[src/rtl/ffba_pkg.sv]
// shared types and constants of the first-fit block allocator
// no dependencies; used by ffba_ctrl, ffba_dpath and the top level
package ffba_pkg;

  // widths of the transfer fields
  localparam int FIELD_W = 10;
  localparam int STATUS_W = 2;

  // default sizes of the heap and of the free-segment table
  localparam int HEAP_BLOCKS_DEF = 1024;
  localparam int MAX_SEGMENTS_DEF = 64;

  // a remainder this small is granted with the request
  localparam int SPLIT_MIN = 2;

  // command codes
  localparam logic CMD_ALLOC = 1'b0;
  localparam logic CMD_FREE = 1'b1;

  // result codes
  typedef enum logic [STATUS_W-1:0] {
    ST_OK       = 2'd0,
    ST_NOFIT    = 2'd1,
    ST_NOTALLOC = 2'd2,
    ST_FULL     = 2'd3
  } status_t;

  // datapath operations issued by the controller
  typedef enum logic [3:0] {
    OP_NONE      = 4'd0,
    OP_CLEAR     = 4'd1,
    OP_LOAD      = 4'd2,
    OP_GRANT_RD  = 4'd3,
    OP_GRANT_CHK = 4'd4,
    OP_SCAN      = 4'd5,
    OP_DECIDE    = 4'd6,
    OP_SEG_WR    = 4'd7,
    OP_SHIFT_DN  = 4'd8,
    OP_SHIFT_UP  = 4'd9,
    OP_GRANT_WR  = 4'd10,
    OP_FAIL      = 4'd11,
    OP_OUT       = 4'd12
  } op_t;

  // command from controller to datapath
  typedef struct packed {
    op_t     op;
    status_t code;
  } ctl_t;

  // status from datapath to controller
  typedef struct packed {
    logic clr_done;
    logic is_free;
    logic zero_size;
    logic null_ptr;
    logic out_of_heap;
    logic mark;
    logic scan_done;
    logic found;
    logic split;
    logic join_prev;
    logic join_next;
    logic full;
    logic shift_done;
    logic out_free;
  } sts_t;

endpackage

[src/rtl/ffba_ctrl.sv]
// controller state machine of the first-fit block allocator
// depends on ffba_pkg
module ffba_ctrl (
  input  logic          clk,
  input  logic          rst,
  input  logic          in_valid,
  output logic          in_ready,
  input  ffba_pkg::sts_t sts,
  output ffba_pkg::ctl_t ctl
);
  import ffba_pkg::*;

  typedef enum logic [12:0] {
    S_CLEAR  = 13'b0000000000001,
    S_IDLE   = 13'b0000000000010,
    S_DECODE = 13'b0000000000100,
    S_GRD    = 13'b0000000001000,
    S_GCHK   = 13'b0000000010000,
    S_SCAN   = 13'b0000000100000,
    S_DECIDE = 13'b0000001000000,
    S_SEGWR  = 13'b0000010000000,
    S_SHDN   = 13'b0000100000000,
    S_SHUP   = 13'b0001000000000,
    S_GWR    = 13'b0010000000000,
    S_FAIL   = 13'b0100000000000,
    S_DONE   = 13'b1000000000000
  } state_t;

  state_t  state, state_next;
  status_t code, code_next;

  // state and failure code registers
  always_ff @(posedge clk) begin
    if (rst) begin
      state <= S_CLEAR;
      code  <= ST_OK;
    end else begin
      state <= state_next;
      code  <= code_next;
    end
  end

  assign in_ready = (state == S_IDLE);

  // next state and datapath command
  always_comb begin
    state_next = state;
    code_next  = code;
    ctl.op     = OP_NONE;
    ctl.code   = code;
    case (state)
      S_CLEAR: begin
        ctl.op = OP_CLEAR;
        if (sts.clr_done) state_next = S_IDLE;
      end
      S_IDLE: begin
        if (in_valid) begin
          ctl.op     = OP_LOAD;
          state_next = S_DECODE;
        end
      end
      S_DECODE: begin
        if (!sts.is_free) begin
          if (sts.zero_size) begin
            code_next  = ST_NOFIT;
            state_next = S_FAIL;
          end else begin
            state_next = S_SCAN;
          end
        end else if (sts.null_ptr) begin
          state_next = S_DONE;
        end else if (sts.out_of_heap) begin
          code_next  = ST_NOTALLOC;
          state_next = S_FAIL;
        end else begin
          state_next = S_GRD;
        end
      end
      S_GRD: begin
        ctl.op     = OP_GRANT_RD;
        state_next = S_GCHK;
      end
      S_GCHK: begin
        ctl.op = OP_GRANT_CHK;
        if (sts.mark) begin
          state_next = S_SCAN;
        end else begin
          code_next  = ST_NOTALLOC;
          state_next = S_FAIL;
        end
      end
      S_SCAN: begin
        ctl.op = OP_SCAN;
        if (sts.scan_done) state_next = S_DECIDE;
      end
      S_DECIDE: begin
        ctl.op = OP_DECIDE;
        if (!sts.is_free) begin
          if (!sts.found) begin
            code_next  = ST_NOFIT;
            state_next = S_FAIL;
          end else if (sts.split) begin
            state_next = S_SEGWR;
          end else begin
            state_next = S_SHDN;
          end
        end else if (sts.full) begin
          code_next  = ST_FULL;
          state_next = S_FAIL;
        end else if (sts.join_prev || sts.join_next) begin
          state_next = S_SEGWR;
        end else begin
          state_next = S_SHUP;
        end
      end
      S_SEGWR: begin
        ctl.op = OP_SEG_WR;
        if (sts.is_free && sts.join_prev && sts.join_next) begin
          state_next = S_SHDN;
        end else begin
          state_next = S_GWR;
        end
      end
      S_SHDN: begin
        ctl.op = OP_SHIFT_DN;
        if (sts.shift_done) state_next = S_GWR;
      end
      S_SHUP: begin
        ctl.op = OP_SHIFT_UP;
        if (sts.shift_done) state_next = S_SEGWR;
      end
      S_GWR: begin
        ctl.op     = OP_GRANT_WR;
        state_next = S_DONE;
      end
      S_FAIL: begin
        ctl.op     = OP_FAIL;
        state_next = S_DONE;
      end
      S_DONE: begin
        if (sts.out_free) begin
          ctl.op     = OP_OUT;
          state_next = S_IDLE;
        end
      end
      default: begin
        state_next = S_CLEAR;
      end
    endcase
  end

endmodule

[config.mk]
export PLATFORM = sky130hd
export DESIGN_NAME = ffba_ctrl
export DESIGN_NICKNAME = d
export VERILOG_FILES = /design/src/rtl/ffba_pkg.sv /design/src/rtl/ffba_ctrl.sv
export SDC_FILE = /design/constraint.sdc
export NUM_CORES = 1
export LEC_CHECK = 0
export ABC_AREA = 1
export ABC_CLOCK_PERIOD_IN_PS = 1300
export BUFFER_PORTS_ARGS = -buffer_cell sky130_fd_sc_hd__buf_4
export CORE_ASPECT_RATIO = 1.5
export CORE_MARGIN = 2
export CORE_UTILIZATION = 51
export CTS_BUF_LIST = sky130_fd_sc_hd__clkbuf_4 sky130_fd_sc_hd__clkbuf_8
export DETAILED_ROUTE_END_ITERATION = 10
export GPL_TIMING_DRIVEN = 0
export PLACE_DENSITY = 0.78
export SLEW_MARGIN = 20
export SYNTH_ARGS = -nofsm -noshare
export SYNTH_HDL_FRONTEND = slang
export SYNTH_SLANG_ARGS = --single-unit
export TNS_END_PERCENT = 30
[constraint.sdc]
create_clock -name clk -period 1.3 [get_ports clk]
set_input_delay 0 -clock clk [delete_from_list [all_inputs] [get_ports clk]]
set_output_delay 0 -clock clk [all_outputs]
set_load 0.05 [all_outputs]
==> results of run 1 <==
placed cells by master (no fill, tap or decap), types with 3 or more instances in the layout:
cell type,count
buf_4,29
nor2_4,9
nand4_1,5
nand2_4,5
dlygate4sd3_1,4
nand2_1,39
nor2_1,29
inv_1,29
a21oi_1,3
nand3_1,12
buf_6,6
dfxtp_2,10
dfxtp_1,3
inv_2,4
clkbuf_4,3
nand2_2,10
nand3_2,6
nor2_2,7
nor3_1,4
o21ai_0,6
metrics by stage:
step	hold slack, ns	TNS (ns)
after floorplan	0.0691	-0.707
after global placement	0.177	-2.29
after detailed placement	0.178	-2.73
after CTS	0.000595	-4.55
after global routing	0.0532	-6.71
final	0.0249	-5.31
final cells by class:
cell class / count / area, sq um
timing repair buffer: 40 / 340
sequential: 15 / 320
multi-input combinational: 147 / 896
tap: 23 / 28.8
clock buffer: 3 / 22.5
fill: 164 / 497
clock inverter: 1 / 5.00
inverter: 33 / 124
synth_stat cells:
cell      number
nor2_2         6
a21oi_1        4
nor2_4         5
nand2_2        6
inv_2          2
nand2_4        3
nor4_1         1
nand2_1       45
o21ai_0        7
inv_1         31
nor2_8         2
nor2_1        33
nand3_2        4
nor3_1         4
nor3_2         1
nand3_1       16
or2_2          1
nand4_1        5
dfxtp_1       15
nand3b_1       1
o211ai_2       1
o21ai_1        1
flip-flops by register name (all words and copies together), names as in the netlist:
name and count:
code 2, state 13
what timing repair did:
| action | 4_1_cts | 5_1_grt |
|---|---|---|
| setup buffers | 9 | 4 |
| pin swaps | 8 | 17 |
| endpoints found under the setup margin | 19 | 20 |
| endpoints found under the hold margin | 2 | 0 |
| gates cloned | 0 | 1 |
| resized for setup | 21 | 30 |
| hold buffers | 4 | 0 |
how the worst max path moves through the flow:
stage          slack, ns                      to  depth (start not counted)                    from
3_5_place_dp       -0.22  state[12]$_SDFFE_PP0P_                          9   state[2]$_SDFFE_PP0P_
2_1_floorplan      -0.49                  ctl[3]                          7   state[4]$_SDFFE_PP0P_
4_1_cts            -0.34                  ctl[2]                          9  state[11]$_SDFFE_PP0P_
3_3_place_gp       -0.20  state[12]$_SDFFE_PP0P_                          9  state[11]$_SDFFE_PP0P_
6_report           -0.36                  ctl[3]                          8  state[10]$_SDFFE_PP0P_
5_1_grt            -0.40                  ctl[2]                          8   state[1]$_SDFFE_PP0P_
metal layers:
metal,global-route usage (%),wire length (um),vias up
met4,13.3,78,0
li1,-,-,696
met5,0,0,-
met1,27.5,1360,686
met2,46.3,2040,63
met3,3.44,187,11
power breakdown:
part / switching, uW / internal, uW
registers: 59.1 / 531
logic: 1210 / 786
clock network: 181 / 115
worst reg2reg max path, cell delays in order (launching register included):
cell and delay [ns]:
dfxtp_2 0.35, nor2_4 0.16, nand3_4 0.12, nor2_4 0.16, buf_4 0.13, buf_4 0.10
nand2_1 0.08, nand2_1 0.10, nor2_1 0.05, nand3_2 0.08, nand2_4 0.09, nor2_1 0.11
kinds of logic (layout without fill, tap and decap cells):
group	count (synthesis)	count (layout)	share of synthesized area, %
and+or+nand+nor	133	134	58.5
buffers and inverters	33	77	10.4
DFF	15	15	25.1
AOI/OAI and AO/OA	13	13	6.07
==> metrics.md, run 1 <==
| Metric | Value |
|---|---|
| Status | complete, but fails checks |
| Failing checks | setup timing |
| Hold WC Path Type | input port to flop |
| Non-Filler Instances | between 200 and 300 |
| CTS tree | done |
| Layout area overhead | 45.2% |
| Final Hold Vio Count | 0 |
| FMAX | 603 MHz |
| Final HPWL DP | 2430 um |
| Post-Syn Area per Cell | just over 6 sq um |
| Clock sinks | 15 |
| GR Overflow Total | 0 |
| Largest delay share family, worst path | simple AND/OR/NAND/NOR gates |
| Worst slew pin tran | roughly 0.44 ns |
| Synth warn | 0 |
| Worst hold stages | 4 |
| CTS Buffer Depth | 2 |
| Kind of critical path | flop to output port |
| Required time of the critical path | ~1.3 ns |
| P_leak | around 0.00087 uW |
| Synth top area cells | dfxtp_1 (25%), nand2_1 (14%), nor2_1 (10%) |
| CP arrival | 1.66 ns |
| Area after DPL | about 1400 sq um |
| Vias in the first global route | 1,388 |
| Fin nets | 257 |
| Max-cap violations | 0 |
| DIE WIDTH | 43.5 um |
| RR Startpoint | state[10]$_SDFFE_PP0P_ |
| Vias | between 1,000 and 1,500 |
| Power per cell area | about 1700 nW/um^2 |
| Relative slew slack | around 70% |
| Drt first pass iters | 4 |
| Period Utilization, post-route | 128% |
| R2R depth | 11 |
| Critical Path Fanout Max | 4 |
| Min cycle time layout | about 1.7 ns |
| Register area share after synthesis | around 25% |
| Reg2reg end | state[11]$_SDFFE_PP0P_ |
| Hold Path Sink | state[9]$_SDFFE_PP0P_ |
| I/O pins | 24 |
| Placed Cells | 240 |
| Row count | 21 |
| Worst path buffer plus inverter count | 2 |
| Cts bufs inserted | 3 |
| GRT Util Overall | 25.7% |
| RD Place Congestion | roughly 0.9 |
| Global-route wire length before repair | 5530 um |
| Yosys top cell by area | dfxtp_1 |
| Final Max Slew Viols | 0 |
| Skew final | between 0.004 and 0.005 ns |
| Netlist Area Pre-Place | roughly 1200 sq um |
| Starting Density | 53.6% |
| DRT Wirelength | approximately 3700 um |
| Crit-path most repeated cell | nor2_4 |
| Vias per inst | between 5 and 6 |
| Fin area | roughly 1700 sq um |
| CP Launch Type | flop |
| Initial antenna violation count | 0 |
| CTS Root Cell | clkbuf_4 |
| Pin count of the biggest net entering global routing | 11 |
| Crit path cell chain | nor2_4 > nand3_4 > nor2_4 > inv_2 > nor3_4 > a21oi_1 > nand4_1 > buf_6 |
| Post-synth top area share | about a quarter |
| Fin worst setup slack | -0.359 ns |
| Crit path capture type | output port |
| Netlist cell types | 22 |
| Synth Register Bits | 15 |
| Syn Nets | roughly 210 |
| Htree depth | 1 |
| Post-route ant nets | 0 |
| Core area | 2230 sq um |
| Number of port buffers | 23 |
| Die area | 2760 sq um |
| Fin util | about 78% |
| DRC | 0 |
| Final setup fails | 20 |
| Iter 0 DRT Violations | 76 |
| Avg WL per Cell | about 14 um |
| Worst reg2reg setup slack | -0.31 ns |
| Unrepaired setup endpoints after global routing | true |
| Worst-Skew Late Latency | about 0.30 ns |
| Die H | 63.3 um |
| Worst VDD drop | 1.25 mV |
| Reg clk slew, reported paths | roughly 0.11 ns |
| CP peak stage delay | between 0.3 and 0.4 ns |
| CP max-delay cell | dfxtp_2 |
| Worst hold start | sts[3] |
| ANT cells | 0 |
| Tot Pwr | 2890 uW |
| Worst slack at placement | -0.217 ns |
| Share of layout cells above drive strength 1 | between 40% and 50% |
| Mapped Cells | roughly 190 |
Power figures use the tool's default switching activity.
==> run 2: changes to the inputs <==
CORE_ASPECT_RATIO = not set   (was 1.5)
==> metrics.md, run 2 (synthesis results as in run 1) <==
| Metric | Value |
|---|---|
| I/O pins | 24 (unchanged) |
| Worst reg2reg setup slack | -0.34 ns (-0.03 ns) |
| Largest Register | state |
| Required time of the critical path | 1.30 ns (about the same) |
| DRC | 0 (unchanged) |
| Period Utilization, post-route | 129% (+1.3 points) |
| Power per cell area | 1590 nW/um^2 (-4.1%) |
| DIE WIDTH | 52.4 um (+20%) |
| Top flop regs | state x13, code x2 |
| Area after DPL | 1410 sq um (+0.45%) |
| Worst hold stages | 4 (unchanged) |
| Most common cell after layout, fill and taps aside | nand2_1 |
| Fin nets | 250 (-2.7%) |
| Comb power frac | 67.4% (-1.9 points) |
| Kind of critical path | flop to output port |
| Worst VDD drop | 1.18 mV (-5.1%) |
| Final hold slack | 0.00681 ns (-0.0181 ns) |
| Worst-Skew Late Latency | 0.29 ns (about the same) |
| Clock sinks | 15 (unchanged) |
| Final Hold Vio Count | 0 (unchanged) |
| GRT Util Overall | 25.8% (+0.11 points) |
| Skew final | 0.00425 ns (+0.000216 ns) |
| CTS tree | done |
| Number of port buffers | 23 (unchanged) |
| CTS Root Cell | clkbuf_4 |
| Fin area | 1680 sq um (-3.5%) |
| Die H | 52.4 um (-17%) |
| Failing checks | setup timing |
| Switching Share | 51.9% (+1.5 points) |
| Pin count of the biggest net entering global routing | 11 (unchanged) |
| Relative slew slack | 72.1% (+1.9 points) |
| Fin worst setup slack | -0.375 ns (-0.0166 ns) |
| Core area | 2210 sq um (-0.95%) |
| Global-route wire length before repair | 5290 um (-4.5%) |
| RD Place Congestion | 0.911 (+3.9%) |
| Crit path capture type | output port |
| Critical Path Fanout Max | 4 (unchanged) |
| Htree depth | 1 (unchanged) |
| Min cycle time layout | 1.68 ns (+0.0166 ns) |
| Unrepaired setup endpoints after global routing | true |
| Max-cap violations | 0 (unchanged) |
| Share of layout cells above drive strength 1 | 40.1% (-3.0 points) |
| Hold Path Sink | state[9]$_SDFFE_PP0P_ |
| R2R depth | 8 (-3) |
| Number of flip-flops in the largest register | 13 (unchanged) |
| Vias | 1,428 (-1.9%) |
| CTS Buffer Depth | 2 (unchanged) |
| Die area | 2750 sq um (-0.28%) |
| Avg WL per Cell | 13.4 um (-4.5%) |
| Iter 0 DRT Violations | 53 (-30%) |
| ANT cells | 0 (unchanged) |
| Most frequent cells in the layout | nand2_1 (42), inv_1 (29), nor2_1 (29), buf_4 (24), nand3_1 (13) |
| P_sw | 1390 uW (-4.7%) |
| Initial antenna violation count | 0 (unchanged) |
| Internal | 1290 uW (-10%) |
| Starting Density | 54.1% (+0.51 points) |
| Reg2reg end | state[9]$_SDFFE_PP0P_ |
| Layout area overhead | 40.1% |
| Hold WC Path Type | input port to flop |
| Row count | 17 (-19%) |
| Reg clk slew, reported paths | 0.10 ns (about the same) |
| Status | complete, but fails checks |
| Vias in the first global route | 1,329 (-4.3%) |
| CP Launch Type | flop |
| Register share of total power | 22.2% (+1.7 points) |
| Clock power frac | 10.4% (+0.2 points) |
| DRT Wirelength | 3480 um (-5.3%) |
| Final Max Slew Viols | 0 (unchanged) |
| Worst slew pin tran | 0.416 ns (-0.0276 ns) |
| Final setup fails | 20 (unchanged) |
| RR Startpoint | state[11]$_SDFFE_PP0P_ |
| Post-route ant nets | 0 (unchanged) |
| FMAX | 597 MHz (-0.99%) |
| Worst hold start | sts[4] |
| P_leak | 0.000836 uW (-3.5%) |
| Setup TNS | -5.50 ns (-0.188 ns) |
| GR Overflow Total | 0 (unchanged) |
| Vias per inst | 5.49 (-1.2%) |
| CP arrival | 1.68 ns (+0.02 ns) |
| Drt first pass iters | 4 (unchanged) |
| Cts bufs inserted | 3 (unchanged) |
| Final HPWL DP | 2340 um (-3.8%) |
==> run 2: cell types whose count changed in the layout (fill, tap and decap cells not counted), sizes merged <==
cell,delta
buf,-6
dlygate4sd3,-1
==> run 2: power by group through the flow <==
stage / Combinational (uW) / Clock, uW / Sequential [uW]
finish: 1800 / 278 / 593
global route: 1940 / 293 / 598
CTS: 1650 / 282 / 590
detailed placement: 1380 / 0 / 574
global placement: 1350 / 0 / 572
floorplan: 1070 / 0 / 568
==> run 2: area by class of cell <==
type,count,area (sq um)
Timing Repair Buffer,33,282
Inverter,33,124
Clock buffer,3,22.5
Sequential cell,15,320
Clock inverter,1,5.00
Fill cell,165,537
Tap cell,28,35.0
Multi-Input combinational cell,147,887
==> run 2: worst max-delay path by stage <==
stage                                 startpoint                     end  slack (ns)  cells past startpoint
after floorplan            state[4]$_SDFFE_PP0P_                  ctl[3]       -0.49                      7
after global placement     state[1]$_SDFFE_PP0P_   state[5]$_SDFFE_PP0P_       -0.19                      9
after detailed placement   state[3]$_SDFFE_PP0P_  state[12]$_SDFFE_PP0P_       -0.24                      9
after CTS                 state[11]$_SDFFE_PP0P_                  ctl[4]       -0.32                      8
after global routing      state[11]$_SDFFE_PP0P_                  ctl[3]       -0.45                      8
final                     state[11]$_SDFFE_PP0P_                  ctl[3]       -0.38                      8
==> run 2: repair_timing <==
item | 4_1_cts | 5_1_grt
cloned | 0 | 1
resized for setup | 30 | 16
buffers inserted | 6 | 1
setup endpoints to repair | 19 | 20
pin swaps | 9 | 7
hold buffers | 3 | 0
hold endpoints to repair | 2 | 0
==> run 2: worst max-delay path, stage by stage, from the launching register on <==
cell,delay [ns]
dfxtp_2,0.36
nor2_4,0.14
nand3_4,0.13
nor2_4,0.18
inv_2,0.06
nor3_4,0.16
a21oi_2,0.08
nand4_1,0.11
buf_6,0.17
==> run 2: through the flow <==
stage,power [uW],util [%],instances,worst slack (ns)
6_report,2670,75.7,260,-0.375
3_3_place_gp,1920,63.7,245,-0.194
2_1_floorplan,1640,-,194,-0.488
5_1_grt,2830,75.7,260,-0.446
4_1_cts,2520,72.5,258,-0.321
3_5_place_dp,1950,63.7,245,-0.238
==> run 2: per-layer routing <==
layer	wire (um)	up-vias	GRT usage [%]
met1	1330	639	30.0
li1	-	686	-
met3	264	20	4.00
met4	141	0	14.1
met2	1740	83	44.8
met5	0	-	0
